==> config.mk <==
export PLATFORM = sky130hd
export DESIGN_NAME = mmx_mix
export DESIGN_NICKNAME = d
export VERILOG_FILES = /design/src/mmx_pkg.sv /design/src/mmx_mix.sv
export SDC_FILE = /design/constraint.sdc
export NUM_CORES = 2
export LEC_CHECK = 0
export ABC_AREA = 1
export BUFFER_PORTS_ARGS = -buffer_cell sky130_fd_sc_hd__clkbuf_2
export CAP_MARGIN = 20
export CORE_MARGIN = 2
export CORE_UTILIZATION = 55
export CTS_CLUSTER_SIZE = 8
export DETAILED_ROUTE_END_ITERATION = 10
export PLACE_DENSITY_LB_ADDON = 0.15
export RECOVER_POWER = 50
export SKIP_CTS_REPAIR_TIMING = 1
export SLEW_MARGIN = 20
export SYNTH_ARGS = -nofsm -noshare
export SYNTH_HDL_FRONTEND = slang
export SYNTH_SLANG_ARGS = --single-unit
==> constraint.sdc <==
create_clock -name clk_i -period 8.46 [get_ports clk_i]
set_clock_uncertainty 0.05 [all_clocks]
set_input_delay 1.692 -clock clk_i [delete_from_list [all_inputs] [get_ports clk_i]]
set_output_delay 1.692 -clock clk_i [all_outputs]
set_load 0.01 [all_outputs]
==> src/mmx_pkg.sv <==
// ---------------------------------------------------------------------------
// mmx_pkg: shared types and constants of the multirotor motor mixer
// Holds the configuration register map, the per-frame motor counts and the
// mixing weight table (roll, pitch, yaw weight codes per motor).
// ---------------------------------------------------------------------------
package mmx_pkg;

  localparam int MOTOR_COUNT_MAX_DEF = 8;
  localparam int COEF_FRAC_BITS_DEF  = 14;

  localparam int FRAME_COUNT = 12;
  localparam int ROM_MOTORS  = 8;
  localparam int IN_W        = 16;
  localparam int STICK_W     = 12;
  localparam int VAL_W       = 12;
  localparam int FRAME_W     = 4;
  localparam int CNT_W       = 4;
  localparam int IDX_OUT_W   = 3;
  localparam int CFG_IDX_W   = 3;
  localparam int CFG_DATA_W  = 12;
  localparam int SCR_W       = 18;
  localparam int YAW_W       = 17;

  // axis slots of the weight table
  localparam int AX_ROLL  = 0;
  localparam int AX_PITCH = 1;
  localparam int AX_YAW   = 2;
  localparam int AX_COUNT = 3;

  // weights in millionths
  localparam longint MICRO_43  = 1333333;
  localparam longint MICRO_23  = 666667;
  localparam longint MICRO_S32 = 866025;
  localparam longint MICRO_R22 = 707107;

  typedef enum logic [CFG_IDX_W-1:0] {
    CFG_FRAME_TYPE,
    CFG_YAW_REVERSE,
    CFG_MIN_THROTTLE,
    CFG_MAX_THROTTLE,
    CFG_MIN_COMMAND,
    CFG_MIN_CHECK,
    CFG_MOTOR_STOP
  } cfg_idx_e;

  typedef enum logic [2:0] {
    MAG_ZERO,
    MAG_ONE,
    MAG_HF,
    MAG_43,
    MAG_23,
    MAG_S32,
    MAG_R22
  } mag_e;

  typedef struct packed {
    logic neg;
    mag_e mag;
  } wcode_t;

  typedef struct packed {
    logic [FRAME_W-1:0] frame_type;
    logic               yaw_reverse;
    logic [VAL_W-1:0]   min_throttle;
    logic [VAL_W-1:0]   max_throttle;
    logic [VAL_W-1:0]   min_command;
    logic [VAL_W-1:0]   min_check;
    logic               motor_stop;
    logic [CNT_W-1:0]   motors;
  } cfg_t;

  typedef struct packed {
    logic armed;
    logic low_stick;
  } item_flags_t;

  localparam wcode_t W_Z   = '{neg: 1'b0, mag: MAG_ZERO};
  localparam wcode_t W_P1  = '{neg: 1'b0, mag: MAG_ONE};
  localparam wcode_t W_N1  = '{neg: 1'b1, mag: MAG_ONE};
  localparam wcode_t W_P43 = '{neg: 1'b0, mag: MAG_43};
  localparam wcode_t W_N23 = '{neg: 1'b1, mag: MAG_23};
  localparam wcode_t W_PS  = '{neg: 1'b0, mag: MAG_S32};
  localparam wcode_t W_NS  = '{neg: 1'b1, mag: MAG_S32};
  localparam wcode_t W_PR  = '{neg: 1'b0, mag: MAG_R22};
  localparam wcode_t W_NR  = '{neg: 1'b1, mag: MAG_R22};
  localparam wcode_t W_PH  = '{neg: 1'b0, mag: MAG_HF};
  localparam wcode_t W_NH  = '{neg: 1'b1, mag: MAG_HF};

  localparam logic [CNT_W-1:0] FRAME_MOTORS [FRAME_COUNT] = '{
    4'd3, 4'd4, 4'd4, 4'd2, 4'd6, 4'd6, 4'd4, 4'd6, 4'd8, 4'd8, 4'd8, 4'd4
  };

  // roll, pitch, yaw weight per motor; throttle weight is always one
  localparam wcode_t MIX_ROM [FRAME_COUNT][ROM_MOTORS][AX_COUNT] = '{
    // tri
    '{'{W_Z, W_P43, W_Z}, '{W_N1, W_N23, W_Z}, '{W_P1, W_N23, W_Z}, '{W_Z, W_Z, W_Z},
      '{W_Z, W_Z, W_Z}, '{W_Z, W_Z, W_Z}, '{W_Z, W_Z, W_Z}, '{W_Z, W_Z, W_Z}},
    // quad plus
    '{'{W_Z, W_P1, W_N1}, '{W_N1, W_Z, W_P1}, '{W_P1, W_Z, W_P1}, '{W_Z, W_N1, W_N1},
      '{W_Z, W_Z, W_Z}, '{W_Z, W_Z, W_Z}, '{W_Z, W_Z, W_Z}, '{W_Z, W_Z, W_Z}},
    // quad x
    '{'{W_N1, W_P1, W_N1}, '{W_N1, W_N1, W_P1}, '{W_P1, W_P1, W_P1}, '{W_P1, W_N1, W_N1},
      '{W_Z, W_Z, W_Z}, '{W_Z, W_Z, W_Z}, '{W_Z, W_Z, W_Z}, '{W_Z, W_Z, W_Z}},
    // bi
    '{'{W_P1, W_Z, W_Z}, '{W_N1, W_Z, W_Z}, '{W_Z, W_Z, W_Z}, '{W_Z, W_Z, W_Z},
      '{W_Z, W_Z, W_Z}, '{W_Z, W_Z, W_Z}, '{W_Z, W_Z, W_Z}, '{W_Z, W_Z, W_Z}},
    // y6
    '{'{W_Z, W_P43, W_P1}, '{W_N1, W_N23, W_N1}, '{W_P1, W_N23, W_N1}, '{W_Z, W_P43, W_N1},
      '{W_N1, W_N23, W_P1}, '{W_P1, W_N23, W_P1}, '{W_Z, W_Z, W_Z}, '{W_Z, W_Z, W_Z}},
    // hex6
    '{'{W_N1, W_PS, W_P1}, '{W_N1, W_NS, W_N1}, '{W_P1, W_PS, W_P1}, '{W_P1, W_NS, W_N1},
      '{W_Z, W_PS, W_P1}, '{W_Z, W_NS, W_N1}, '{W_Z, W_Z, W_Z}, '{W_Z, W_Z, W_Z}},
    // y4
    '{'{W_Z, W_P1, W_N1}, '{W_N1, W_N1, W_Z}, '{W_Z, W_P1, W_P1}, '{W_P1, W_N1, W_Z},
      '{W_Z, W_Z, W_Z}, '{W_Z, W_Z, W_Z}, '{W_Z, W_Z, W_Z}, '{W_Z, W_Z, W_Z}},
    // hex6 x
    '{'{W_NS, W_P1, W_P1}, '{W_NS, W_N1, W_P1}, '{W_PS, W_P1, W_N1}, '{W_PS, W_N1, W_N1},
      '{W_NS, W_Z, W_N1}, '{W_PS, W_Z, W_P1}, '{W_Z, W_Z, W_Z}, '{W_Z, W_Z, W_Z}},
    // octo x8
    '{'{W_N1, W_P1, W_N1}, '{W_N1, W_N1, W_P1}, '{W_P1, W_P1, W_P1}, '{W_P1, W_N1, W_N1},
      '{W_N1, W_P1, W_P1}, '{W_N1, W_N1, W_N1}, '{W_P1, W_P1, W_N1}, '{W_P1, W_N1, W_P1}},
    // octo flat plus
    '{'{W_PR, W_NR, W_P1}, '{W_NR, W_NR, W_P1}, '{W_NR, W_PR, W_P1}, '{W_PR, W_PR, W_P1},
      '{W_Z, W_N1, W_N1}, '{W_N1, W_Z, W_N1}, '{W_Z, W_P1, W_N1}, '{W_P1, W_Z, W_N1}},
    // octo flat x
    '{'{W_P1, W_NH, W_P1}, '{W_NH, W_N1, W_P1}, '{W_N1, W_PH, W_P1}, '{W_PH, W_P1, W_P1},
      '{W_PH, W_N1, W_N1}, '{W_N1, W_NH, W_N1}, '{W_NH, W_P1, W_N1}, '{W_P1, W_PH, W_N1}},
    // vtail4
    '{'{W_Z, W_P1, W_P1}, '{W_N1, W_N1, W_Z}, '{W_Z, W_P1, W_N1}, '{W_P1, W_N1, W_Z},
      '{W_Z, W_Z, W_Z}, '{W_Z, W_Z, W_Z}, '{W_Z, W_Z, W_Z}, '{W_Z, W_Z, W_Z}}
  };

  // weight in fixed point, rounded to nearest, ties away from zero
  function automatic longint q_weight(input longint micro, input int fbits);
    return (micro * (longint'(1) << fbits) + 64'sd500000) / 64'sd1000000;
  endfunction

endpackage

==> src/mmx_mix.sv <==
// ---------------------------------------------------------------------------
// mmx_mix: mixing pipeline
// Input register, yaw clamp and constant products, per-motor weighted sums,
// truncation toward zero and saturation into the motor scratch registers.
// ---------------------------------------------------------------------------
module mmx_mix #(
  parameter int MotorCountMax = mmx_pkg::MOTOR_COUNT_MAX_DEF,
  parameter int CoefFracBits  = mmx_pkg::COEF_FRAC_BITS_DEF
) (
  input  logic                                  clk_i,
  input  logic                                  rst_ni,
  input  mmx_pkg::cfg_t                         cfg_i,
  input  logic                                  in_valid_i,
  output logic                                  in_stall_o,
  input  logic signed [mmx_pkg::IN_W-1:0]       throttle_cmd_i,
  input  logic signed [mmx_pkg::IN_W-1:0]       pid_roll_i,
  input  logic signed [mmx_pkg::IN_W-1:0]       pid_pitch_i,
  input  logic signed [mmx_pkg::IN_W-1:0]       pid_yaw_i,
  input  logic signed [mmx_pkg::IN_W-1:0]       yaw_cmd_i,
  input  logic [mmx_pkg::STICK_W-1:0]           stick_throttle_i,
  input  logic                                  armed_i,
  output logic                                  dn_valid_o,
  input  logic                                  dn_ready_i,
  output mmx_pkg::item_flags_t                  dn_flags_o,
  output logic signed [mmx_pkg::SCR_W-1:0]      dn_scr_o [MotorCountMax]
);
  import mmx_pkg::*;

  localparam int AW = CoefFracBits + 19;
  localparam int TW = AW - CoefFracBits;

  localparam logic signed [AW-1:0] Q_43  = AW'(q_weight(MICRO_43, CoefFracBits));
  localparam logic signed [AW-1:0] Q_23  = AW'(q_weight(MICRO_23, CoefFracBits));
  localparam logic signed [AW-1:0] Q_S32 = AW'(q_weight(MICRO_S32, CoefFracBits));
  localparam logic signed [AW-1:0] Q_R22 = AW'(q_weight(MICRO_R22, CoefFracBits));
  localparam logic signed [AW-1:0] TRUNC_BIAS = AW'((longint'(1) << CoefFracBits) - 1);
  localparam logic signed [TW-1:0] SAT_HI = TW'((1 << (SCR_W - 1)) - 1);
  localparam logic signed [TW-1:0] SAT_LO = -TW'(1 << (SCR_W - 1));

  function automatic logic signed [AW-1:0] term(
    input wcode_t                 w,
    input logic signed [AW-1:0]   x,
    input logic signed [AW-1:0]   p43,
    input logic signed [AW-1:0]   p23,
    input logic signed [AW-1:0]   ps,
    input logic signed [AW-1:0]   pr
  );
    logic signed [AW-1:0] m;
    case (w.mag)
      MAG_ZERO: m = '0;
      MAG_ONE:  m = x <<< CoefFracBits;
      MAG_HF:   m = x <<< (CoefFracBits - 1);
      MAG_43:   m = p43;
      MAG_23:   m = p23;
      MAG_S32:  m = ps;
      MAG_R22:  m = pr;
      default:  m = '0;
    endcase
    return w.neg ? -m : m;
  endfunction

  logic rdy1, rdy2, rdy3, rdy4;
  logic v1_q, v2_q, v3_q, v4_q;

  // stage 1: input register
  logic signed [IN_W-1:0] thr1_q, roll1_q, pitch1_q, yaw1_q, ycmd1_q;
  item_flags_t            flags1_q;

  // stage 2: clamped yaw and constant products
  logic signed [IN_W-1:0]  thr2_q, roll2_q, pitch2_q;
  logic signed [YAW_W-1:0] yaw2_q;
  logic signed [AW-1:0]    roll_s32_q, roll_r22_q;
  logic signed [AW-1:0]    pitch_43_q, pitch_23_q, pitch_s32_q, pitch_r22_q;
  item_flags_t             flags2_q;

  // stage 3: weighted sums
  logic signed [AW-1:0] acc3_q [MotorCountMax];
  item_flags_t          flags3_q;

  // stage 4: motor scratch
  logic signed [SCR_W-1:0] scr4_q [MotorCountMax];
  item_flags_t             flags4_q;

  assign rdy4 = !v4_q || dn_ready_i;
  assign rdy3 = !v3_q || rdy4;
  assign rdy2 = !v2_q || rdy3;
  assign rdy1 = !v1_q || rdy2;
  assign in_stall_o = !rdy1;

  always_ff @(posedge clk_i or negedge rst_ni) begin
    if (!rst_ni) begin
      v1_q <= 1'b0;
      v2_q <= 1'b0;
      v3_q <= 1'b0;
      v4_q <= 1'b0;
    end else begin
      // drop items of a frame without motors right at the input
      if (rdy1) v1_q <= in_valid_i && (cfg_i.motors != '0);
      if (rdy2) v2_q <= v1_q;
      if (rdy3) v3_q <= v2_q;
      if (rdy4) v4_q <= v3_q;
    end
  end

  always_ff @(posedge clk_i) begin
    if (rdy1 && in_valid_i) begin
      thr1_q             <= throttle_cmd_i;
      roll1_q            <= pid_roll_i;
      pitch1_q           <= pid_pitch_i;
      yaw1_q             <= pid_yaw_i;
      ycmd1_q            <= yaw_cmd_i;
      flags1_q.armed     <= armed_i;
      flags1_q.low_stick <= stick_throttle_i < cfg_i.min_check;
    end
  end

  // stage 1 -> 2
  logic signed [YAW_W:0] ycmd_w, yaw_w, lim, yaw_c, yaw_f;
  logic signed [AW-1:0]  rx, px;

  always_comb begin
    ycmd_w = (YAW_W + 1)'(ycmd1_q);
    yaw_w  = (YAW_W + 1)'(yaw1_q);
    lim    = (YAW_W + 1)'(100) + ((ycmd_w < 0) ? -ycmd_w : ycmd_w);
    yaw_c  = yaw_w;
    if (cfg_i.motors > CNT_W'(3)) begin
      if (yaw_w < -lim) begin
        yaw_c = -lim;
      end else if (yaw_w > lim) begin
        yaw_c = lim;
      end
    end
    yaw_f = cfg_i.yaw_reverse ? -yaw_c : yaw_c;
    rx    = AW'(roll1_q);
    px    = AW'(pitch1_q);
  end

  always_ff @(posedge clk_i) begin
    if (rdy2 && v1_q) begin
      thr2_q      <= thr1_q;
      roll2_q     <= roll1_q;
      pitch2_q    <= pitch1_q;
      yaw2_q      <= YAW_W'(yaw_f);
      roll_s32_q  <= AW'(rx * Q_S32);
      roll_r22_q  <= AW'(rx * Q_R22);
      pitch_43_q  <= AW'(px * Q_43);
      pitch_23_q  <= AW'(px * Q_23);
      pitch_s32_q <= AW'(px * Q_S32);
      pitch_r22_q <= AW'(px * Q_R22);
      flags2_q    <= flags1_q;
    end
  end

  // stage 2 -> 3
  logic [FRAME_W-1:0]   fsel;
  logic signed [AW-1:0] acc_d [MotorCountMax];

  always_comb begin
    fsel = (cfg_i.frame_type < FRAME_W'(FRAME_COUNT)) ? cfg_i.frame_type : '0;
    for (int i = 0; i < MotorCountMax; i++) begin
      acc_d[i] = (AW'(thr2_q) <<< CoefFracBits)
               + term(MIX_ROM[fsel][i][AX_ROLL], AW'(roll2_q), '0, '0,
                      roll_s32_q, roll_r22_q)
               + term(MIX_ROM[fsel][i][AX_PITCH], AW'(pitch2_q), pitch_43_q,
                      pitch_23_q, pitch_s32_q, pitch_r22_q)
               + term(MIX_ROM[fsel][i][AX_YAW], AW'(yaw2_q), '0, '0, '0, '0);
    end
  end

  always_ff @(posedge clk_i) begin
    if (rdy3 && v2_q) begin
      acc3_q   <= acc_d;
      flags3_q <= flags2_q;
    end
  end

  // stage 3 -> 4: truncate toward zero, saturate to the scratch width
  logic signed [AW-1:0]    biased [MotorCountMax];
  logic signed [TW-1:0]    trunc  [MotorCountMax];
  logic signed [SCR_W-1:0] scr_d  [MotorCountMax];

  always_comb begin
    for (int i = 0; i < MotorCountMax; i++) begin
      biased[i] = acc3_q[i] + (acc3_q[i][AW-1] ? TRUNC_BIAS : '0);
      trunc[i]  = TW'(biased[i] >>> CoefFracBits);
      if (trunc[i] > SAT_HI) begin
        scr_d[i] = SCR_W'(SAT_HI);
      end else if (trunc[i] < SAT_LO) begin
        scr_d[i] = SCR_W'(SAT_LO);
      end else begin
        scr_d[i] = SCR_W'(trunc[i]);
      end
    end
  end

  always_ff @(posedge clk_i) begin
    if (rdy4 && v3_q) begin
      scr4_q   <= scr_d;
      flags4_q <= flags3_q;
    end
  end

  assign dn_valid_o = v4_q;
  assign dn_flags_o = flags4_q;
  assign dn_scr_o   = scr4_q;

endmodule

After elaboration in Yosys (flattened, before gate mapping)
Memory sizes are Yosys's and may differ from the RTL's. Index checks and enable logic that the tools add are counted.

Flip-flop bits (word level): 763. Bits in latches: 0. Memory bits (writable): 0. Memory bits (read-only): 1536. Bits of input ports: 155. Output and inout bits: 148. Word-level logic and storage cells: 317. Memories: 1.

Memory list: (no name shown) (words 16, width 96, read ports 1, clocked after Yosys merged registers in 0, wr ports 0, RTL line mmx_mix.sv:166) `+ term(MIX_ROM[fsel][i][AX_YAW], AW'(yaw2_q), '0, '0, '0, '0);`.

$add $sub $neg: 60. Multipliers: 6. Divide/modulo/power cells: 0. Order comparisons: 23. Equal/unequal tests: 96. Shifts and indexed selects: 0. Mux-type cells: 72. Bitwise gates (word level): 1. Reduce and logical (&&, ||, !) cells: 15.

Operators with widths (count): $pmux 33 s6 (8); $pmux 33 s4 (8); $mux 33 (24); $neg 33->33 (24); $add 33x33->33 (16); $pmux 33 s2 (8); $add 30x33->33 (8); $add 33x14->33 (8); $mux 96 (2); $mux 18 (9); $mul 16x15->31 const B (5); $gt 19x18->1 const B (8); $lt 19x18->1 const B (8); $eq 3x3->1 const B (40); $mux 14 (8); $eq 3x2->1 const B (32); $eq 3x1->1 const B (24); $mux 17 (4); $mul 16x16->32 const B (1); $add 8x18->18 const A (1); $gt 16x18->1 (1); $lt 16x18->1 (1); $neg 16->18 (1); $neg 18->18 (1); other kinds (12) (23).

Logic depth before layout (Yosys ltp)
Depth after elaboration: 13. Gate-level depth with buffers: 44.

Least setup slack after synthesis
OpenSTA, ideal clock, no wires.

Path kind: input to register. Start: in dn_ready_i. End: reg flags4_q, in the netlist dn_flags_o[0], enable pin. Library setup time: 0.657 ns. Arrival: 7.862 ns. Slack: -0.109 ns. Stages: 2. Path buffers: 0. Path through: nor2_1 > nor2_1.

Word-level cells in the longest chain between the ends: 2.

RTL lines: start, declared (RTL line mmx_mix.sv:23) `input logic dn_ready_i,`; $logic_or 1x1->1 (RTL line mmx_mix.sv:84) `assign rdy4 = !v4_q || dn_ready_i;`; $logic_and 1x1->1 (RTL line mmx_mix.sv:197) `if (rdy4 && v3_q) begin`; end signal, assigned (RTL line mmx_mix.sv:199) `flags4_q <= flags3_q;`; end, declared (RTL line mmx_mix.sv:82) `item_flags_t flags4_q;`.

No other way between the ends. A chain may end at the register's enable or synchronous reset.

==> results.sh <==
export IMPL_place_gp_congestion=1.23
export IMPL_slew_headroom=-3.09
export IMPL_reg2reg_to="pitch_s32_q[31]"
export IMPL_nNetsFinal=14000
export IMPL_worstPathArrival_ns=8.61
export IMPL_wire_per_inst_um=25.7
export IMPL_cp_slowest_cell="nor4_1"
export IMPL_criticalPathCategory="in2reg"
export IMPL_p_leak_nw=55.3
export IMPL_clk_pin_slew_worst_paths_ns=0.05
export IMPL_rsz0062_at_grt="no"
export IMPL_mostFrequentLayoutCell="inv_1"
export IMPL_routed_top_layer="met5"
export IMPL_synth_ff_type="edfxtp_1"
export IMPL_initial_core_util=0.553
export IMPL_fp_dieW_um=411
export IMPL_post_route_min_period_ns=8.16
export IMPL_critPathLaunchType="primary input"
export IMPL_grt_max_degree=136
export IMPL_setup_violations=0
export IMPL_layout_common_cells="inv_1 (2132), nand2_1 (1506), buf_4 (1185), ha_1 (1070), nor2_1 (852)"
export IMPL_cts_path_max_buffers=3
export IMPL_io_buffers=265
export IMPL_ys_seq_elements=719
export IMPL_wl_met2_um=155000
export IMPL_ctsHtreeMaxLevel=3
export IMPL_yosysSeqAreaShare=0.237
export IMPL_grt_pass1_wl_um=523000
export IMPL_path_max_fanout=12
export IMPL_ir_worst_vdd_mv=1.61
export IMPL_r2r_start="pitch1_q[5]"
export IMPL_design_area_mm2=0.106
export IMPL_hold_depth=0
export IMPL_syn_area_mm2=0.0911
export IMPL_first_global_vias=81300
export IMPL_instances_no_fill=14200
export IMPL_wl_met3_um=40400
export IMPL_cp_end_kind="flip-flop"
export IMPL_drtPass1Iterations=7
export IMPL_violations="capacitance limit, slew limit"
export IMPL_slew_viol_final=570
export IMPL_cts_buffers=106
export IMPL_ys_warn_count=0
export IMPL_worstHoldPathType="reg2reg"
export IMPL_synthTopCellsByArea="edfxtp_1 (24%), fa_1 (18%), ha_1 (15%)"
export IMPL_antenna_found_initial=24
export IMPL_cts_tree="done"
export IMPL_synth_area_per_cell_um2=8.62
export IMPL_fmax_mhz=122
export IMPL_overflow=0
export IMPL_async_flop_share=0.00556
export IMPL_route_vias_total=81700
export IMPL_finalWirelength_um=364000
export IMPL_hold_violations=0
export IMPL_clk_latency_ns=0.78
export IMPL_post_route_drc_count=0
export IMPL_required_ns=8.90
export IMPL_cts_sinks=719
export IMPL_min_to="thr2_q[5]"
export IMPL_synth_top_cell_by_area="edfxtp_1"
export IMPL_power_density_mw_per_mm2=481
export IMPL_dieArea_mm2=0.169
export IMPL_vias_per_cell=5.75
export IMPL_worstRegToRegCells=30
export IMPL_syn2layout_area_growth_pct=16.9
export IMPL_timing_final_crit_share=0.965
export IMPL_rows=149
export IMPL_tightest_slew_ns=6.14
export IMPL_wl_met1_um=138000
export IMPL_dpl_cell_area_mm2=0.104
export IMPL_fp_coreArea_mm2=0.165
export IMPL_status="complete, but fails checks"
export IMPL_synth_edf_count=715
export IMPL_maxCapViolCount=7
export IMPL_root_buffer="clkbuf_16"
export IMPL_synth_distinct_cells=85
export IMPL_dp_cells=14000
export IMPL_r2r_slack_ns=0.48
export IMPL_netlist_instances=10600
export IMPL_drt_iter0_drc=8496
export IMPL_hold_start="thr1_q[5]"
export IMPL_track_usage=0.429
export IMPL_ant_nets=0
export IMPL_drive_gt1_frac=0.143
export IMPL_slowest_delay_ns=0.75
export IMPL_die_y_um=411
export IMPL_ioPinCount=303
export IMPL_yosysTopAreaCellShare=0.236
export IMPL_place_hpwl_um=309000
==> metal layers <==
metal  GRT usage  vias to the layer above
met3       0.129                     1107
met4       0.302                       24
li1            -                    37200
met2       0.644                     4096
met1       0.528                    39200
met5           0                        -
==> report_power, final <==
part           leakage [nW]  switching, W  internal [W]
Sequential             6.98       0.00137       0.00746
Clock                  1.45       0.00162       0.00234
Combinational          46.9        0.0232        0.0152
==> cell usage after synthesis, types with 37 or more instances <==
cell type and n:
nand2_1 1506, buf_2 37, nor3_1 121, o21ai_0 423, a211oi_1 38, xor2_1 643
nor3_2 60, xnor2_1 214, fa_1 823, inv_1 2135, nand4_1 106, edfxtp_1 715
nor2_1 853, or2_2 46, o22ai_1 149, ha_1 1071, a21oi_1 541, nor4_1 38
nand3_1 332, a221oi_1 68, clkbuf_1 111, o221ai_1 46, inv_2 40
==> flip-flops by register name, indices dropped and copies added (netlist names), 17 cells and up <==
register / count
acc3_q: 251
dn_scr_o: 144
pitch_23_q: 30
pitch_43_q: 30
pitch_r22_q: 25
pitch_s32_q: 28
roll_r22_q: 25
roll_s32_q: 29
yaw2_q: 17
==> per-stage QoR <==
stage                      util  worst slack, ns  hold slack, ns  power (W)  TNS [ns]
final                     0.647            0.296           0.365     0.0513         0
after global routing      0.647           0.0104           0.369     0.0551         0
after CTS                 0.648            0.461           0.366     0.0507         0
after detailed placement  0.630           -0.325           0.355     0.0464     -3.29
after global placement    0.630           -0.256           0.350     0.0451    -0.942
after floorplan               -           0.0210           0.350     0.0312         0
==> worst max path at each step <==
stage / startpoint / end / slack [ns] / cells after the start
floorplan: cfg_i[57] / acc3_q[32] / 0.02 / 43
global placement: cfg_i[54] / acc3_q[32] / -0.26 / 44
detailed placement: cfg_i[54] / acc3_q[197] / -0.32 / 40
CTS: cfg_i[54] / acc3_q[197] / 0.46 / 40
global route: cfg_i[57] / acc3_q[32] / 0.01 / 43
finish: cfg_i[54] / acc3_q[97] / 0.30 / 35
==> critical path, delay by kind of cell <==
family                   cells  cell delay, ns
XOR/XNOR                     2            0.27
adder cells (fa/ha/maj)      4            1.52
AO/OA/AOI/OAI                7            1.27
AND/OR/NAND/NOR              9            2.00
buffers and inverters       13            1.82
==> layout make-up <==
type,count,area (um^2)
sequential,719,21600
clock inverter,22,270
inverter,2188,8230
fill,13700,58100
clock buffer,120,2740
multi-input combinational,7471,60600
tap,2189,2740
antenna,9,22.5
timing repair buffer,1478,10300
==> cell families (layout without fill, tap and decap cells) <==
kind of cell | after synthesis | in the layout | share of synthesized area
AOI/OAI and AO/OA | 1535 | 1535 | 0.100
xor gates and xnor gates | 859 | 859 | 0.0828
adders and majority gates | 1894 | 1894 | 0.328
buffers and inverters | 2378 | 3808 | 0.0999
DFF | 719 | 719 | 0.237
muxes | 1 | 1 | 0.000124
other | 2 | 13 | 0.0000825
and+or+nand+nor | 3178 | 3178 | 0.152
No activity file was read; power rests on OpenSTA's default activity.
