==> config.mk <==
export PLATFORM = sky130hd
export DESIGN_NAME = mmx_cfg
export DESIGN_NICKNAME = d
export VERILOG_FILES = /design/src/mmx_pkg.sv /design/src/mmx_cfg.sv
export SDC_FILE = /design/constraint.sdc
export NUM_CORES = 1
export LEC_CHECK = 0
export ABC_AREA = 1
export BUFFER_PORTS_ARGS = -buffer_cell sky130_fd_sc_hd__buf_2
export CAP_MARGIN = 20
export CORE_ASPECT_RATIO = 1.1
export CORE_UTILIZATION = 50
export DETAILED_ROUTE_END_ITERATION = 10
export MAX_ROUTING_LAYER = met4
export PLACE_DENSITY = 0.76
export SETUP_SLACK_MARGIN = 0.5
export SLEW_MARGIN = 20
export SYNTH_ARGS = -nofsm -noshare
export SYNTH_HDL_FRONTEND = slang
export SYNTH_SLANG_ARGS = --single-unit
==> constraint.sdc <==
create_clock -name clk_i -period 1.5 [get_ports clk_i]
set_input_delay 0.075 -clock clk_i [delete_from_list [all_inputs] [get_ports clk_i]]
set_output_delay 0.075 -clock clk_i [all_outputs]
set_load 0.02 [all_outputs]
==> src/mmx_pkg.sv <==
// ---------------------------------------------------------------------------
// mmx_pkg: shared types and constants of the multirotor motor mixer
// Holds the configuration register map, the per-frame motor counts and the
// mixing weight table (roll, pitch, yaw weight codes per motor).
// ---------------------------------------------------------------------------
package mmx_pkg;

  localparam int MOTOR_COUNT_MAX_DEF = 8;
  localparam int COEF_FRAC_BITS_DEF  = 14;

  localparam int FRAME_COUNT = 12;
  localparam int ROM_MOTORS  = 8;
  localparam int IN_W        = 16;
  localparam int STICK_W     = 12;
  localparam int VAL_W       = 12;
  localparam int FRAME_W     = 4;
  localparam int CNT_W       = 4;
  localparam int IDX_OUT_W   = 3;
  localparam int CFG_IDX_W   = 3;
  localparam int CFG_DATA_W  = 12;
  localparam int SCR_W       = 18;
  localparam int YAW_W       = 17;

  // axis slots of the weight table
  localparam int AX_ROLL  = 0;
  localparam int AX_PITCH = 1;
  localparam int AX_YAW   = 2;
  localparam int AX_COUNT = 3;

  // weights in millionths
  localparam longint MICRO_43  = 1333333;
  localparam longint MICRO_23  = 666667;
  localparam longint MICRO_S32 = 866025;
  localparam longint MICRO_R22 = 707107;

  typedef enum logic [CFG_IDX_W-1:0] {
    CFG_FRAME_TYPE,
    CFG_YAW_REVERSE,
    CFG_MIN_THROTTLE,
    CFG_MAX_THROTTLE,
    CFG_MIN_COMMAND,
    CFG_MIN_CHECK,
    CFG_MOTOR_STOP
  } cfg_idx_e;

  typedef enum logic [2:0] {
    MAG_ZERO,
    MAG_ONE,
    MAG_HF,
    MAG_43,
    MAG_23,
    MAG_S32,
    MAG_R22
  } mag_e;

  typedef struct packed {
    logic neg;
    mag_e mag;
  } wcode_t;

  typedef struct packed {
    logic [FRAME_W-1:0] frame_type;
    logic               yaw_reverse;
    logic [VAL_W-1:0]   min_throttle;
    logic [VAL_W-1:0]   max_throttle;
    logic [VAL_W-1:0]   min_command;
    logic [VAL_W-1:0]   min_check;
    logic               motor_stop;
    logic [CNT_W-1:0]   motors;
  } cfg_t;

  typedef struct packed {
    logic armed;
    logic low_stick;
  } item_flags_t;

  localparam wcode_t W_Z   = '{neg: 1'b0, mag: MAG_ZERO};
  localparam wcode_t W_P1  = '{neg: 1'b0, mag: MAG_ONE};
  localparam wcode_t W_N1  = '{neg: 1'b1, mag: MAG_ONE};
  localparam wcode_t W_P43 = '{neg: 1'b0, mag: MAG_43};
  localparam wcode_t W_N23 = '{neg: 1'b1, mag: MAG_23};
  localparam wcode_t W_PS  = '{neg: 1'b0, mag: MAG_S32};
  localparam wcode_t W_NS  = '{neg: 1'b1, mag: MAG_S32};
  localparam wcode_t W_PR  = '{neg: 1'b0, mag: MAG_R22};
  localparam wcode_t W_NR  = '{neg: 1'b1, mag: MAG_R22};
  localparam wcode_t W_PH  = '{neg: 1'b0, mag: MAG_HF};
  localparam wcode_t W_NH  = '{neg: 1'b1, mag: MAG_HF};

  localparam logic [CNT_W-1:0] FRAME_MOTORS [FRAME_COUNT] = '{
    4'd3, 4'd4, 4'd4, 4'd2, 4'd6, 4'd6, 4'd4, 4'd6, 4'd8, 4'd8, 4'd8, 4'd4
  };

  // roll, pitch, yaw weight per motor; throttle weight is always one
  localparam wcode_t MIX_ROM [FRAME_COUNT][ROM_MOTORS][AX_COUNT] = '{
    // tri
    '{'{W_Z, W_P43, W_Z}, '{W_N1, W_N23, W_Z}, '{W_P1, W_N23, W_Z}, '{W_Z, W_Z, W_Z},
      '{W_Z, W_Z, W_Z}, '{W_Z, W_Z, W_Z}, '{W_Z, W_Z, W_Z}, '{W_Z, W_Z, W_Z}},
    // quad plus
    '{'{W_Z, W_P1, W_N1}, '{W_N1, W_Z, W_P1}, '{W_P1, W_Z, W_P1}, '{W_Z, W_N1, W_N1},
      '{W_Z, W_Z, W_Z}, '{W_Z, W_Z, W_Z}, '{W_Z, W_Z, W_Z}, '{W_Z, W_Z, W_Z}},
    // quad x
    '{'{W_N1, W_P1, W_N1}, '{W_N1, W_N1, W_P1}, '{W_P1, W_P1, W_P1}, '{W_P1, W_N1, W_N1},
      '{W_Z, W_Z, W_Z}, '{W_Z, W_Z, W_Z}, '{W_Z, W_Z, W_Z}, '{W_Z, W_Z, W_Z}},
    // bi
    '{'{W_P1, W_Z, W_Z}, '{W_N1, W_Z, W_Z}, '{W_Z, W_Z, W_Z}, '{W_Z, W_Z, W_Z},
      '{W_Z, W_Z, W_Z}, '{W_Z, W_Z, W_Z}, '{W_Z, W_Z, W_Z}, '{W_Z, W_Z, W_Z}},
    // y6
    '{'{W_Z, W_P43, W_P1}, '{W_N1, W_N23, W_N1}, '{W_P1, W_N23, W_N1}, '{W_Z, W_P43, W_N1},
      '{W_N1, W_N23, W_P1}, '{W_P1, W_N23, W_P1}, '{W_Z, W_Z, W_Z}, '{W_Z, W_Z, W_Z}},
    // hex6
    '{'{W_N1, W_PS, W_P1}, '{W_N1, W_NS, W_N1}, '{W_P1, W_PS, W_P1}, '{W_P1, W_NS, W_N1},
      '{W_Z, W_PS, W_P1}, '{W_Z, W_NS, W_N1}, '{W_Z, W_Z, W_Z}, '{W_Z, W_Z, W_Z}},
    // y4
    '{'{W_Z, W_P1, W_N1}, '{W_N1, W_N1, W_Z}, '{W_Z, W_P1, W_P1}, '{W_P1, W_N1, W_Z},
      '{W_Z, W_Z, W_Z}, '{W_Z, W_Z, W_Z}, '{W_Z, W_Z, W_Z}, '{W_Z, W_Z, W_Z}},
    // hex6 x
    '{'{W_NS, W_P1, W_P1}, '{W_NS, W_N1, W_P1}, '{W_PS, W_P1, W_N1}, '{W_PS, W_N1, W_N1},
      '{W_NS, W_Z, W_N1}, '{W_PS, W_Z, W_P1}, '{W_Z, W_Z, W_Z}, '{W_Z, W_Z, W_Z}},
    // octo x8
    '{'{W_N1, W_P1, W_N1}, '{W_N1, W_N1, W_P1}, '{W_P1, W_P1, W_P1}, '{W_P1, W_N1, W_N1},
      '{W_N1, W_P1, W_P1}, '{W_N1, W_N1, W_N1}, '{W_P1, W_P1, W_N1}, '{W_P1, W_N1, W_P1}},
    // octo flat plus
    '{'{W_PR, W_NR, W_P1}, '{W_NR, W_NR, W_P1}, '{W_NR, W_PR, W_P1}, '{W_PR, W_PR, W_P1},
      '{W_Z, W_N1, W_N1}, '{W_N1, W_Z, W_N1}, '{W_Z, W_P1, W_N1}, '{W_P1, W_Z, W_N1}},
    // octo flat x
    '{'{W_P1, W_NH, W_P1}, '{W_NH, W_N1, W_P1}, '{W_N1, W_PH, W_P1}, '{W_PH, W_P1, W_P1},
      '{W_PH, W_N1, W_N1}, '{W_N1, W_NH, W_N1}, '{W_NH, W_P1, W_N1}, '{W_P1, W_PH, W_N1}},
    // vtail4
    '{'{W_Z, W_P1, W_P1}, '{W_N1, W_N1, W_Z}, '{W_Z, W_P1, W_N1}, '{W_P1, W_N1, W_Z},
      '{W_Z, W_Z, W_Z}, '{W_Z, W_Z, W_Z}, '{W_Z, W_Z, W_Z}, '{W_Z, W_Z, W_Z}}
  };

  // weight in fixed point, rounded to nearest, ties away from zero
  function automatic longint q_weight(input longint micro, input int fbits);
    return (micro * (longint'(1) << fbits) + 64'sd500000) / 64'sd1000000;
  endfunction

endpackage

==> src/mmx_cfg.sv <==
// ---------------------------------------------------------------------------
// mmx_cfg: configuration registers
// Write-only register file and the active motor count of the chosen frame.
// ---------------------------------------------------------------------------
module mmx_cfg #(
  parameter int MotorCountMax = mmx_pkg::MOTOR_COUNT_MAX_DEF
) (
  input  logic                             clk_i,
  input  logic                             rst_ni,
  input  logic                             cfg_we_i,
  input  logic [mmx_pkg::CFG_IDX_W-1:0]    cfg_idx_i,
  input  logic [mmx_pkg::CFG_DATA_W-1:0]   cfg_wdata_i,
  output mmx_pkg::cfg_t                    cfg_o
);
  import mmx_pkg::*;

  logic [FRAME_W-1:0] frame_q;
  logic               yaw_rev_q;
  logic [VAL_W-1:0]   min_thr_q;
  logic [VAL_W-1:0]   max_thr_q;
  logic [VAL_W-1:0]   min_cmd_q;
  logic [VAL_W-1:0]   min_chk_q;
  logic               stop_q;
  logic [CNT_W-1:0]   motors;

  always_ff @(posedge clk_i or negedge rst_ni) begin
    if (!rst_ni) begin
      frame_q   <= FRAME_W'(2);
      yaw_rev_q <= 1'b0;
      min_thr_q <= VAL_W'(1150);
      max_thr_q <= VAL_W'(1850);
      min_cmd_q <= VAL_W'(1000);
      min_chk_q <= VAL_W'(1100);
      stop_q    <= 1'b0;
    end else if (cfg_we_i) begin
      unique case (cfg_idx_e'(cfg_idx_i))
        CFG_FRAME_TYPE:   frame_q   <= cfg_wdata_i[FRAME_W-1:0];
        CFG_YAW_REVERSE:  yaw_rev_q <= cfg_wdata_i[0];
        CFG_MIN_THROTTLE: min_thr_q <= cfg_wdata_i[VAL_W-1:0];
        CFG_MAX_THROTTLE: max_thr_q <= cfg_wdata_i[VAL_W-1:0];
        CFG_MIN_COMMAND:  min_cmd_q <= cfg_wdata_i[VAL_W-1:0];
        CFG_MIN_CHECK:    min_chk_q <= cfg_wdata_i[VAL_W-1:0];
        CFG_MOTOR_STOP:   stop_q    <= cfg_wdata_i[0];
        default: ;
      endcase
    end
  end

  // unknown frames have no motors; large frames are cut to the lane count
  always_comb begin
    if (frame_q >= FRAME_W'(FRAME_COUNT)) begin
      motors = '0;
    end else if (FRAME_MOTORS[frame_q] > CNT_W'(MotorCountMax)) begin
      motors = CNT_W'(MotorCountMax);
    end else begin
      motors = FRAME_MOTORS[frame_q];
    end
  end

  assign cfg_o = '{
    frame_type:   frame_q,
    yaw_reverse:  yaw_rev_q,
    min_throttle: min_thr_q,
    max_throttle: max_thr_q,
    min_command:  min_cmd_q,
    min_check:    min_chk_q,
    motor_stop:   stop_q,
    motors:       motors
  };

endmodule

# Yosys cells after proc, flatten, opt, wreduce, memory -nomap -nowiden
# Memory sizes are Yosys's and may differ from the RTL's.
# Index checks and enable logic that the tools add are counted.
[word_totals]
n_memories = 1
wordCells = 30
reg_bits = 54
input_bits = 18
rom_bits = 64
[classes]
n_bitwise = 1
reduce_logical = 8
n_eq_ne = 6
magnitude_cmp = 3
mux = 4
[mem_list]
columns = ["name", "depth", "width", "rd", "rd_clocked_by_memory_dff", "wr", "line", "rtl"]
rows = [
  ["(no name shown)", 16, 4, 1, 0, 0, "mmx_cfg.sv:56", "motors = FRAME_MOTORS[frame_q];"],
]
[ops]
columns = ["op", "n"]
rows = [
  ["$mux W4", 4],
  ["$reduce_and A2 Y1", 7],
  ["$eq A3 B3 Y1 const B", 3],
  ["$eq A3 B2 Y1 const B", 2],
  ["$ge A5 B5 Y1 const B", 1],
  ["$not A4 Y5", 1],
  ["$ge A4 B4 Y1 const B", 1],
  ["$gt A4 B4 Y1 const B", 1],
  ["$eq A3 B1 Y1 const B", 1],
  ["$logic_not A3 Y1", 1],
]

# Depth between registers and ports, before layout
# Gate-level depths: netlist (run 1).
[logic_depth]
word_depth = 7
ltp_mapped = 6

# Worst setup path before layout (run 1)
# OpenSTA, ideal clock, no wires.
[synth_path]
kind = "register -> output"
from = "register frame_q[1]"
to = "output cfg_o[2] (netlist bit)"
slack_ps = 62
arrival_time_ps = 1363
stages_incl_launch_ff = 7
n_path_buf = 0
path_cell_list = "dfstp_2 inv_1 ha_1 nor2_1 nand2_1 nand2_1 nor2_1"
[synth_rtl]
columns = ["element", "line", "rtl"]
rows = [
  ["start, declared", "mmx_cfg.sv:17", "logic [FRAME_W-1:0] frame_q;"],
  ["start signal, assigned", "mmx_cfg.sv:37", "CFG_FRAME_TYPE: frame_q <= cfg_wdata_i[FRAME_W-1:0];"],
  ["end, declared", "mmx_cfg.sv:13", "output mmx_pkg::cfg_t cfg_o"],
]

==> impl_results.md, run 1 <==
- Run status: finished with violations
- Failing checks: setup timing
- Most instantiated cells after synthesis: 144 x nand2_1, 30 x nand3_1, 29 x dfrtp_1
- Cell family with the largest share of critical-path delay: flip-flops
- Buf/Inv on CP: 2
- Synthesized cell area: about 2400 sq um
- WP depth: 7
- Part of the power in registers: 0.460
- Die Width: slightly below 70 um
- Worst-Margin Slew: 0.486 ns
- Synth warn: 0
- P_leak: between 1.5 and 2 nW
- Post-Route WL: between 5 and 6 mm
- Post-layout util: 0.706
- Core area: approximately 4600 sq um
- RSZ-0062 raised after global routing: yes
- Area Growth Syn to Fin: 36.0%
- Max rail drop VDD: ~700 uV
- Relative slew margins: 0.675
- Crit path capture type: primary output
- Share of the synthesized area in the top cell type: 0.303
- Vias per Instance: approximately 4.9
- Mux contribution to synthesized area: 0
- Detail Placement HPWL: between 3 and 4 mm
- Slew Viols, Final: 0
- Final period util: 1.08
- Post-layout min period: about 1.6 ns
- Design Area, Final: 3260 sq um
- DIE AREA: slightly above 5000 sq um
- Power Total: 4.39 mW
- Die height: around 75 um
- Sink Count: 54
- Hold path depth: 3
- Largest stage delay on the critical path: ~0.56 ns
- Antenna violations before repair: 0
- CP Cell Sequence: inv_2 -> ha_4 -> nor2_4 -> nand2_2 -> nand2_2 -> nor2_4 -> buf_6
- I/O pin count: between 70 and 80
- Clock latency at the later pin of the worst-skew pair: approximately 0.3 ns
- Count of final setup violators: 2
- Routability cong.: 0.838
- Synth Flop Type: dfrtp_1
- XOR/XNOR share of the synthesized area: 0
- Clk root buf: clkbuf_8
- Clock tree buffer depth: 2
- # fillers: 367
- Fraction of layout instances using a drive strength above 1: 0.409
- Clock skew: 0 ns
- Initial drt markers: 126
- Post-synth EDFFs: 0
- Per-cell routed wire length: approximately 13 um
- DRC viols: 0
- PortBufs: 75
- Worst Path Arrival: ~1.5 ns
- Initial Util: 0.519
- Cell variety after synth: 20
- Complex-gate fraction of the synthesized area: 0.00209
- Fmax: 0.618 GHz
- Diodes inserted: 0
- ANT nets after route: 0
- Setup TNS Final: -0.193 ns
- Worst Slack Setup Final: -0.117 ns
- Crit Path Category: register to primary output
- Power density cells: between 1000 and 1500 nW/um^2
- Post-Layout Cell Count: between 400 and 500
- Worst Hold Class: input port to register
- Worst Path Max Fanout: 2
- Place WS: between 0.08 and 0.09 ns
- GRT Total Usage: 0.238
- DP Area: approximately 2800 sq um
- CP Launch Type: register
- Cell with the most instances after synthesis: nand2_1
- Synth top area cells: dfrtp_1 30%, dfstp_2 27%, nand2_1 23%, nand3_1 6.3%, buf_6 2.8%
- Yosys reg bits: 54
- Syn nets: just under 300
- Slowest-stage cell, CP: dfstp_2
- Synth area leader: dfrtp_1
- FFs w/ async S/R, synth: 1.00
- Clock transition at path regs: 0.09 ns
- Final Hold Viols: 0
- Total grt overflow: 0
- Critical Path RT: ~1.4 ns
- Total net switching power: about 1.5 mW
- Post-Place Cells: just under 400
- # nets final: ~380
- Pint: roughly 2.8 mW
- Synth Instances: roughly 270
- Num rows: 26
- Sequential area share after synthesis: 0.576
- Largest net degree at the start of global routing: 41
- CTS Buf Count: 5
- Combinational share of power: 0.359
- Synth Area in Adders: 0.0209
- Final hold slack: 0.0236 ns
- Number of global-route vias before repair: roughly 1800
- Main combinational cell family by area after synthesis: simple AND/OR/NAND/NOR gates
- Avg Cell Area, Syn: approximately 8.8 sq um
- Max Cap Violations: 0
- Clock share of power: 0.181
- DR pass1 iterations: 4
- Simple-Gate Fraction of Synth Area: 0.338
- Switching share of power: 0.352
- Number of cells on the worst reg-to-reg path: 4
- First-pass GRT wire length: 8.60 mm
- CTS tree: done
- Detailed-route via count: approximately 2100
- CTS H-tree depth: 2
logic make-up after synthesis:
| family | after synthesis |
|---|---|
| AND/OR/NAND/NOR | 191 |
| flip-flops | 54 |
| buffers and inverters | 23 |
| adder cells (fa/ha/maj) | 4 |
| AO/OA/AOI/OAI | 1 |
worst reg2reg max path: stages (launching register included):
cell     delay (ns)
dfstp_2        0.56
buf_6          0.13
buf_4          0.10
nand2_1        0.05
nand2_1        0.07
layer usage:
| layer | GRT usage | routed length (um) | vias up | share of wire |
|---|---|---|---|---|
| met5 | - | 0 | - | 0 |
| met4 | 0.0764 | 90 | 0 | 0.016 |
| met3 | 0.0424 | 201 | 8 | 0.036 |
| met2 | 0.362 | 2750 | 59 | 0.49 |
| met1 | 0.323 | 2520 | 970 | 0.45 |
| li1 | - | - | 1018 | - |
path summary, 6_finish.rpt:
kind                                start      endpoint  slack [ns]
hold / removal             cfg_wdata_i[2]  min_chk_q[2]        0.02
setup reg to reg               frame_q[1]    frame_q[1]        0.53
hold reg to reg              min_thr_q[7]  min_thr_q[7]        0.47
min in group asynchronous          rst_ni  min_thr_q[9]        0.22
max in group asynchronous          rst_ni  min_chk_q[3]        0.68
setup / recovery               frame_q[1]      cfg_o[2]       -0.12
timing repair:
action | in CTS | in global routing
hold buffers | 6 | 0
buffers inserted | 3 | 7
resized for setup | 66 | 7
pin swaps | 2 | 4
endpoints found under the setup margin | 30 | 32
hold endpoints to repair | 20 | 0
placed cells by master, fill, tap and decap left out:
cell type and n:
nand2_1 141, buf_2 44, buf_6 32, nand3_1 30, dfrtp_1 27, dfstp_2 25
buf_4 11, inv_1 6, nor2_4 6, nand2_2 6, dlygate4sd3_1 6, clkbuf_8 5
inv_2 4, nor2_2 4, ha_4 3, dfrtp_2 2, o21ai_2 1, nand3b_1 1
nor3_1 1, nand2_4 1, nand4_1 1, ha_1 1, clkinvlp_4 1, clkinv_4 1
clkinv_2 1, buf_12 1
power by group through the flow:
stage	sequential, mW	combinational [mW]	clock (mW)
after global routing	2.05	1.72	0.869
after CTS	2.01	1.49	0.823
after global placement	2.00	1.20	0
after detailed placement	2.00	1.23	0
after floorplan	2.34	0.453	0
final	2.02	1.58	0.795
layout make-up:
type                       count  area (sq um)  area share
clock buffer                   5          68.8      0.0211
clock inverter                 3          21.3     0.00652
inverter                      10          37.5      0.0115
multi-input combinational    196           936       0.287
sequential                    54          1390       0.425
tap                           56          70.1      0.0215
timing repair buffer          94           743       0.228
state kept, by name, summed over array words and instances (netlist names):
| register | count |
|---|---|
| stop_q | 1 |
| max_thr_q | 12 |
| min_thr_q | 12 |
| yaw_rev_q | 1 |
| frame_q | 4 |
| min_chk_q | 12 |
| min_cmd_q | 12 |
Note: power is estimated with default switching activity, not from simulation.
==> run 2: changes to the inputs <==
Settings changed: MAX_ROUTING_LAYER met4 to unset, SLEW_MARGIN 20 to unset.
==> impl_results.md, run 2 (same netlist as run 1, synthesis figures left out) <==
- Slowest-stage cell, CP: dfstp_2 (unchanged)
- Detail Placement HPWL: 3.73 mm (unchanged)
- Die height: 74.6 um (unchanged)
- Failing checks: setup timing (unchanged)
- Sink Count: 54 (unchanged)
- Hold path startpoint: cfg_wdata_i[9] (was cfg_wdata_i[2])
- Total grt overflow: 0 (unchanged)
- Worst setup startpoint: frame_q[1] (unchanged)
- Commonest non-fill, non-tap cell in the layout: nand2_1 (unchanged)
- Max Cap Violations: 0 (unchanged)
- Reg2Reg Capture Point: frame_q[1] (unchanged)
- CP Launch Type: register (unchanged)
- # nets final: 382 (was 383)
- ANT nets after route: 0 (unchanged)
- Routability cong.: 0.826 (was 0.838)
- RSZ-0062 raised after global routing: yes (unchanged)
- Detailed-route via count: 2054 (was 2055)
- Fraction of layout instances using a drive strength above 1: 0.407 (was 0.409)
- Largest net degree at the start of global routing: 41 (unchanged)
- DIE AREA: 5080 sq um (unchanged)
- DRC viols: 0 (unchanged)
- Number of global-route vias before repair: 1802 (was 1811)
- Crit path to: cfg_o[2] (unchanged)
- Worst Path Arrival: 1.54 ns (about the same)
- Switching share of power: 0.353 (was 0.352)
- Slew Viols, Final: 0 (unchanged)
- Diodes inserted: 0 (unchanged)
- DR pass1 iterations: 4 (unchanged)
- Fmax: 0.620 GHz (was 0.618 GHz)
- Total net switching power: 1.54 mW (about the same)
- GRT Total Usage: 0.231 (was 0.238)
- I/O pin count: 76 (unchanged)
- Pint: 2.84 mW (about the same)
- Reg-to-reg startpoint: frame_q[1] (unchanged)
- Design Area, Final: 3250 sq um (was 3260 sq um)
- Largest stage delay on the critical path: 0.56 ns (about the same)
- Final Hold Viols: 0 (unchanged)
- Clock share of power: 0.183 (was 0.181)
- CTS Buf Count: 5 (unchanged)
- Worst-Margin Slew: 0.496 ns (was 0.486 ns)
- Worst Hold Class: input port to register (unchanged)
- Crit Path Category: register to primary output (unchanged)
- Count of final setup violators: 2 (unchanged)
- Post-Route WL: 5.55 mm (about the same)
- Clock tree buffer depth: 2 (unchanged)
- Flop2flop setup slack: 0.53 ns (about the same)
- CP Cell Sequence: inv_2 -> ha_4 -> nor2_4 -> nand2_2 -> nand2_2 -> nor2_4 -> buf_6 (unchanged)
- Worst Slack Setup Final: -0.112 ns (was -0.117 ns)
- Initial Util: 0.519 (unchanged)
- Part of the power in registers: 0.460 (about the same)
- Power Total: 4.38 mW (was 4.39 mW)
- Die Width: 68.0 um (unchanged)
- Commonest cells after routing, fill and taps aside: 141 x nand2_1, 44 x buf_2, 31 x buf_6 (was 141 x nand2_1, 44 x buf_2, 32 x buf_6)
- Run status: finished with violations (unchanged)
- Critical Path RT: 1.42 ns (about the same)
- Final period util: 1.07 (was 1.08)
- DP Area: 2800 sq um (unchanged)
- Worst Path Max Fanout: 2 (unchanged)
- Combinational share of power: 0.357 (was 0.359)
- Clock skew: 0 ns (unchanged)
- Per-cell routed wire length: 13.3 um (about the same)
- Area Growth Syn to Fin: 35.5% (was 36.0%)
- P_leak: 1.74 nW (about the same)
- Power density cells: 1350 nW/um^2 (about the same)
- Vias per Instance: 4.93 (was 4.92)
- Post-layout min period: 1.61 ns (was 1.62 ns)
- Clk root buf: clkbuf_8 (unchanged)
- Relative slew margins: 0.669 (was 0.675)
- First-pass GRT wire length: 8.61 mm (was 8.60 mm)
- Antenna violations before repair: 0 (unchanged)
- Number of cells on the worst reg-to-reg path: 4 (unchanged)
- CTS H-tree depth: 2 (unchanged)
- CTS tree: done (unchanged)
- Core area: 4620 sq um (unchanged)
- Clock transition at path regs: 0.09 ns (about the same)
- Initial drt markers: 128 (was 126)
- Clock latency at the later pin of the worst-skew pair: 0.30 ns (about the same)
- Crit path capture type: primary output (unchanged)
- PortBufs: 75 (unchanged)
- Max rail drop VDD: 702 uV (was 700 uV)
- Num rows: 26 (unchanged)
## run 2: cell count changes in the layout (fill, tap and decap cells not counted)
cell,change
buf_6,-1
## run 2: worst min path at each step
stage	endpoint	slack, ns	depth (start not counted)
after CTS	min_cmd_q[9]	0.009	3
final	min_cmd_q[9]	0.02	3
after global placement	min_thr_q[9]	-0.0006	1
after floorplan	frame_q[0]	-0.22	0
after detailed placement	min_thr_q[9]	0.0006	1
after global routing	min_cmd_q[9]	0.02	3
## run 2: cell type report
| cell class | count | area (sq um) |
|---|---|---|
| Sequential cell | 54 | 1390 |
| Fill cell | 369 | 1370 |
| Multi-Input combinational cell | 196 | 936 |
| Timing Repair Buffer | 93 | 732 |
| Tap cell | 56 | 70.1 |
| Clock buffer | 5 | 68.8 |
| Inverter | 10 | 37.5 |
| Clock inverter | 3 | 21.3 |
## run 2: power groups by stage
stage               Sequential, mW  Clock [mW]  Combinational [mW]
floorplan                     2.34           0               0.453
global placement              2.00           0                1.20
detailed placement            2.00           0                1.23
CTS                           2.01       0.823                1.49
global route                  2.05       0.868                1.71
finish                        2.02       0.800                1.56
## run 2: per-layer routing
| layer | wire, um | track usage |
|---|---|---|
| met3 | 246 | 0.0485 |
| met4 | 116 | 0.0764 |
| met5 | 0 | 0 |
| met2 | 2740 | 0.363 |
| met1 | 2450 | 0.319 |
## run 2: critical path: cells and delay by family (launching register included)
kind,cells,cell delay (ns)
buffers and inverters,2,0.17
and+or+nand+nor,4,0.25
DFF,1,0.56
adders and majority gates,1,0.26
## run 2: per-stage QoR
stage / hold WS (ns) / utilization / cells / setup TNS, ns / setup WS, ns
6_report: 0.0202 / 0.704 / 417 / -0.179 / -0.112
4_1_cts: 0.00859 / 0.688 / 411 / -0.173 / -0.115
3_3_place_gp: -0.000552 / 0.606 / 394 / 0 / 0.129
2_1_floorplan: -0.221 / - / 273 / 0 / 0.149
5_1_grt: 0.0198 / 0.704 / 417 / -0.320 / -0.181
3_5_place_dp: 0.000612 / 0.606 / 394 / 0 / 0.0866
## run 2: repair_timing
action,in CTS,in global routing
hold buffers,6,0
endpoints found under the hold margin,20,0
setup endpoints to repair,30,32
setup buffers,3,6
gates resized for setup,66,6
pin swaps,2,4
==> run 3: changes to the inputs <==
Settings changed: ABC_AREA 1 to unset, CORE_MARGIN set to 5, GPL_TIMING_DRIVEN set to 1.
==> impl_results.md, run 3 <==
- Synth top area cells: dfrtp_1 31%, dfstp_2 28%, mux2_2 16%, mux2_4 13%, ha_1 2.2% (was dfrtp_1 30%, dfstp_2 27%, nand2_1 23%, nand3_1 6.3%, buf_6 2.8%)
- # nets final: 246 (was 382)
- WL met2: 2.58 mm (was 2.74 mm)
- DR pass1 iterations: 4 (unchanged)
- Fraction of layout instances using a drive strength above 1: 0.836 (was 0.407)
- Per-cell routed wire length: 18.3 um (was 13.3 um)
- First-pass GRT wire length: 8.10 mm (was 8.61 mm)
- Clk root buf: clkbuf_8 (unchanged)
- PortBufs: 75 (unchanged)
- RSZ-0062 raised after global routing: yes (unchanged)
- DIE AREA: 6110 sq um (was 5080 sq um)
- Post-Place Cells: 263 (was 394)
- Synth Instances: 135 (was 273)
- Reg-to-reg startpoint: frame_q[2] (was frame_q[1])
- Synth area leader: dfrtp_1 (unchanged)
- Sequential area share after synthesis: 0.595 (was 0.576)
- Setup TNS Final: -0.185 ns (was -0.179 ns)
- Reg2Reg Capture Point: frame_q[2] (was frame_q[1])
- Post-layout util: 0.691 (was 0.704)
- Design Area, Final: 3170 sq um (was 3250 sq um)
- Yosys reg bits: 54 (unchanged)
- Antenna violations before repair: 0 (unchanged)
- Routability cong.: 0.744 (was 0.826)
- Detailed-route via count: 1455 (was 2054)
- Number of global-route vias before repair: 1617 (was 1802)
- Final period util: 1.07 (about the same)
- Post-Layout Cell Count: 281 (was 417)
- P_leak: 1.46 nW (was 1.74 nW)
- CP Cell Sequence: inv_2 -> ha_4 -> nor2b_4 -> a211oi_4 -> buf_6 (was inv_2 -> ha_4 -> nor2_4 -> nand2_2 -> nand2_2 -> nor2_4 -> buf_6)
- Total grt overflow: 0 (unchanged)
- Sink Count: 54 (unchanged)
- CP Launch Type: register (unchanged)
- Share of the synthesized area in the top cell type: 0.312 (was 0.303)
- Fmax: 0.621 GHz (was 0.620 GHz)
- Vias per Instance: 5.18 (was 4.93)
- Top sig layer: met4 (unchanged)
- I/O pin count: 76 (unchanged)
- CTS Buf Count: 5 (unchanged)
- Clock latency at the later pin of the worst-skew pair: 0.30 ns (about the same)
- Largest stage delay on the critical path: 0.55 ns (was 0.56 ns)
- Commonest non-fill, non-tap cell in the layout: buf_2 (was nand2_1)
- Count of final setup violators: 2 (unchanged)
- Clock skew: 0 ns (unchanged)
- Max rail drop VDD: 932 uV (was 702 uV)
- Detail Placement HPWL: 3.61 mm (was 3.73 mm)
- DP Area: 2790 sq um (was 2800 sq um)
- Largest net degree at the start of global routing: 33 (was 41)
- Die height: 81.5 um (was 74.6 um)
- Flop2flop setup slack: 0.51 ns (was 0.53 ns)
- Cell variety after synth: 19 (was 20)
- WL met3: 389 um (was 246 um)
- Power density cells: 1500 nW/um^2 (was 1350 nW/um^2)
- Most instantiated cells after synthesis: 34 x mux2_2, 29 x dfrtp_1, 25 x dfstp_2 (was 144 x nand2_1, 30 x nand3_1, 29 x dfrtp_1)
- ANT nets after route: 0 (unchanged)
- FF/Latch Area: 1390 sq um (unchanged)
- Slowest-stage cell, CP: dfstp_2 (unchanged)
- Crit path to: cfg_o[1] (was cfg_o[2])
- Area Growth Syn to Fin: 36.5% (was 35.5%)
- Post-layout min period: 1.61 ns (about the same)
- # fillers: 324 (was 369)
- FFs w/ async S/R, synth: 1.00 (unchanged)
- Critical Path RT: 1.42 ns (about the same)
- Relative slew margins: 0.749 (was 0.669)
- GRT Total Usage: 0.179 (was 0.231)
- Diodes inserted: 0 (unchanged)
- Slew Viols, Final: 0 (unchanged)
- Clock tree buffer depth: 2 (unchanged)
- Initial drt markers: 53 (was 128)
- Initial Util: 0.507 (was 0.519)
- Place WS: 0.0465 ns (was 0.0866 ns)
- Power Total: 4.77 mW (was 4.38 mW)
- Worst Path Arrival: 1.53 ns (was 1.54 ns)
- Crit Path Category: register to primary output (unchanged)
- Synth Flop Type: dfrtp_1 (unchanged)
- Avg Cell Area, Syn: 17.2 sq um (was 8.79 sq um)
- Failing checks: setup timing (unchanged)
- Num rows: 26 (unchanged)
- Commonest cells after routing, fill and taps aside: 44 x buf_2, 34 x mux2_2, 31 x buf_6 (was 141 x nand2_1, 44 x buf_2, 31 x buf_6)
- Worst Path Max Fanout: 2 (unchanged)
- Synthesized cell area: 2320 sq um (was 2400 sq um)
- Final hold slack: 0.0407 ns (was 0.0202 ns)
- Die Width: 75.0 um (was 68.0 um)
- Worst-Margin Slew: 0.374 ns (was 0.496 ns)
- Met1 Routed Length: 2.09 mm (was 2.45 mm)
- Max Cap Violations: 0 (unchanged)
- Core area: 4590 sq um (was 4620 sq um)
- Cell with the most instances after synthesis: mux2_2 (was nand2_1)
- Crit path capture type: primary output (unchanged)
- Syn nets: 157 (was 295)
- Worst setup startpoint: frame_q[1] (unchanged)
- Number of cells on the worst reg-to-reg path: 2 (was 4)
- Final Hold Viols: 0 (unchanged)
- CTS H-tree depth: 2 (unchanged)
- Worst Slack Setup Final: -0.110 ns (was -0.112 ns)
- CTS tree: done (unchanged)
- DRC viols: 0 (unchanged)
- Multi-input gate area: 932 sq um (was 936 sq um)
- Worst Hold Class: input port to register (unchanged)
- Synth warn: 0 (unchanged)
- Clock transition at path regs: 0.10 ns (was 0.09 ns)
- Run status: finished with violations (unchanged)
- Post-Route WL: 5.13 mm (was 5.55 mm)
- Post-synth EDFFs: 0 (unchanged)
-- run 3: cell count changes after synthesis, moves of 4 or more --
cell     previous run  this run
nand2_1           144         1
mux2_2              0        34
nand3_1            30         0
mux2_4              0        20
inv_1               8         2
nor2_2              4         0
-- run 3: how the worst min path moves through the flow --
stage                        start            to  slack, ns  depth (start not counted)
floorplan                   rst_ni    frame_q[0]      -0.22                          0
global placement            rst_ni    frame_q[3]       0.07                          1
detailed placement          rst_ni    frame_q[3]       0.09                          1
CTS                 cfg_wdata_i[7]  min_thr_q[7]       0.03                          2
global route        cfg_wdata_i[9]  min_thr_q[9]       0.03                          2
finish              cfg_wdata_i[7]  min_thr_q[7]       0.04                          2
-- run 3: cell families (layout without fill, tap and decap cells) --
| logic type | Yosys count | in the layout | synth area share |
|---|---|---|---|
| multiplexers | 54 | 54 | 0.294 |
| flip-flops | 54 | 54 | 0.595 |
| AND/OR/NAND/NOR | 13 | 13 | 0.0544 |
| buffers and inverters | 8 | 98 | 0.0291 |
| adder cells (fa/ha/maj) | 4 | 4 | 0.0215 |
| AO/OA/AOI/OAI | 2 | 2 | 0.00593 |
-- run 3: report_power, final --
part / switching, mW / leakage [nW] / internal, mW
Sequential: 0.234 / 0.608 / 1.89
Clock: 0.449 / 0.0472 / 0.371
Combinational: 0.877 / 0.804 / 0.946
Total: 1.56 / 1.46 / 3.21
-- run 3: area by class of cell --
| type | instances | share of cell area |
|---|---|---|
| flip-flops and latches | 54 | 0.437 |
| multi-input cells | 73 | 0.294 |
| repair buffers | 88 | 0.215 |
| clock buffers | 6 | 0.0260 |
| well taps | 56 | 0.0221 |
| clock inverters | 2 | 0.00394 |
| inverters | 2 | 0.00237 |
-- run 3: worst max-delay path, delay by kind of cell, from the launching register on --
family	cells	cell delay, ns
compound gates	1	0.16
buf+inv	2	0.18
simple gates	1	0.13
flops	1	0.55
fa+ha+maj	1	0.21
-- run 3: what timing repair did --
item / CTS / global route
resized for setup: 65 / 1
pin swaps: 2 / 0
setup endpoints to repair: 32 / 51
hold endpoints to repair: 16 / 0
hold buffers: 1 / 0
buffers inserted: 7 / 2
-- run 3: layer usage --
| layer | GRT usage | up-vias |
|---|---|---|
| met2 | 0.305 | 58 |
| met1 | 0.219 | 737 |
| met4 | 0.0498 | 0 |
| li1 | - | 652 |
| met3 | 0.0514 | 8 |
| met5 | 0 | - |
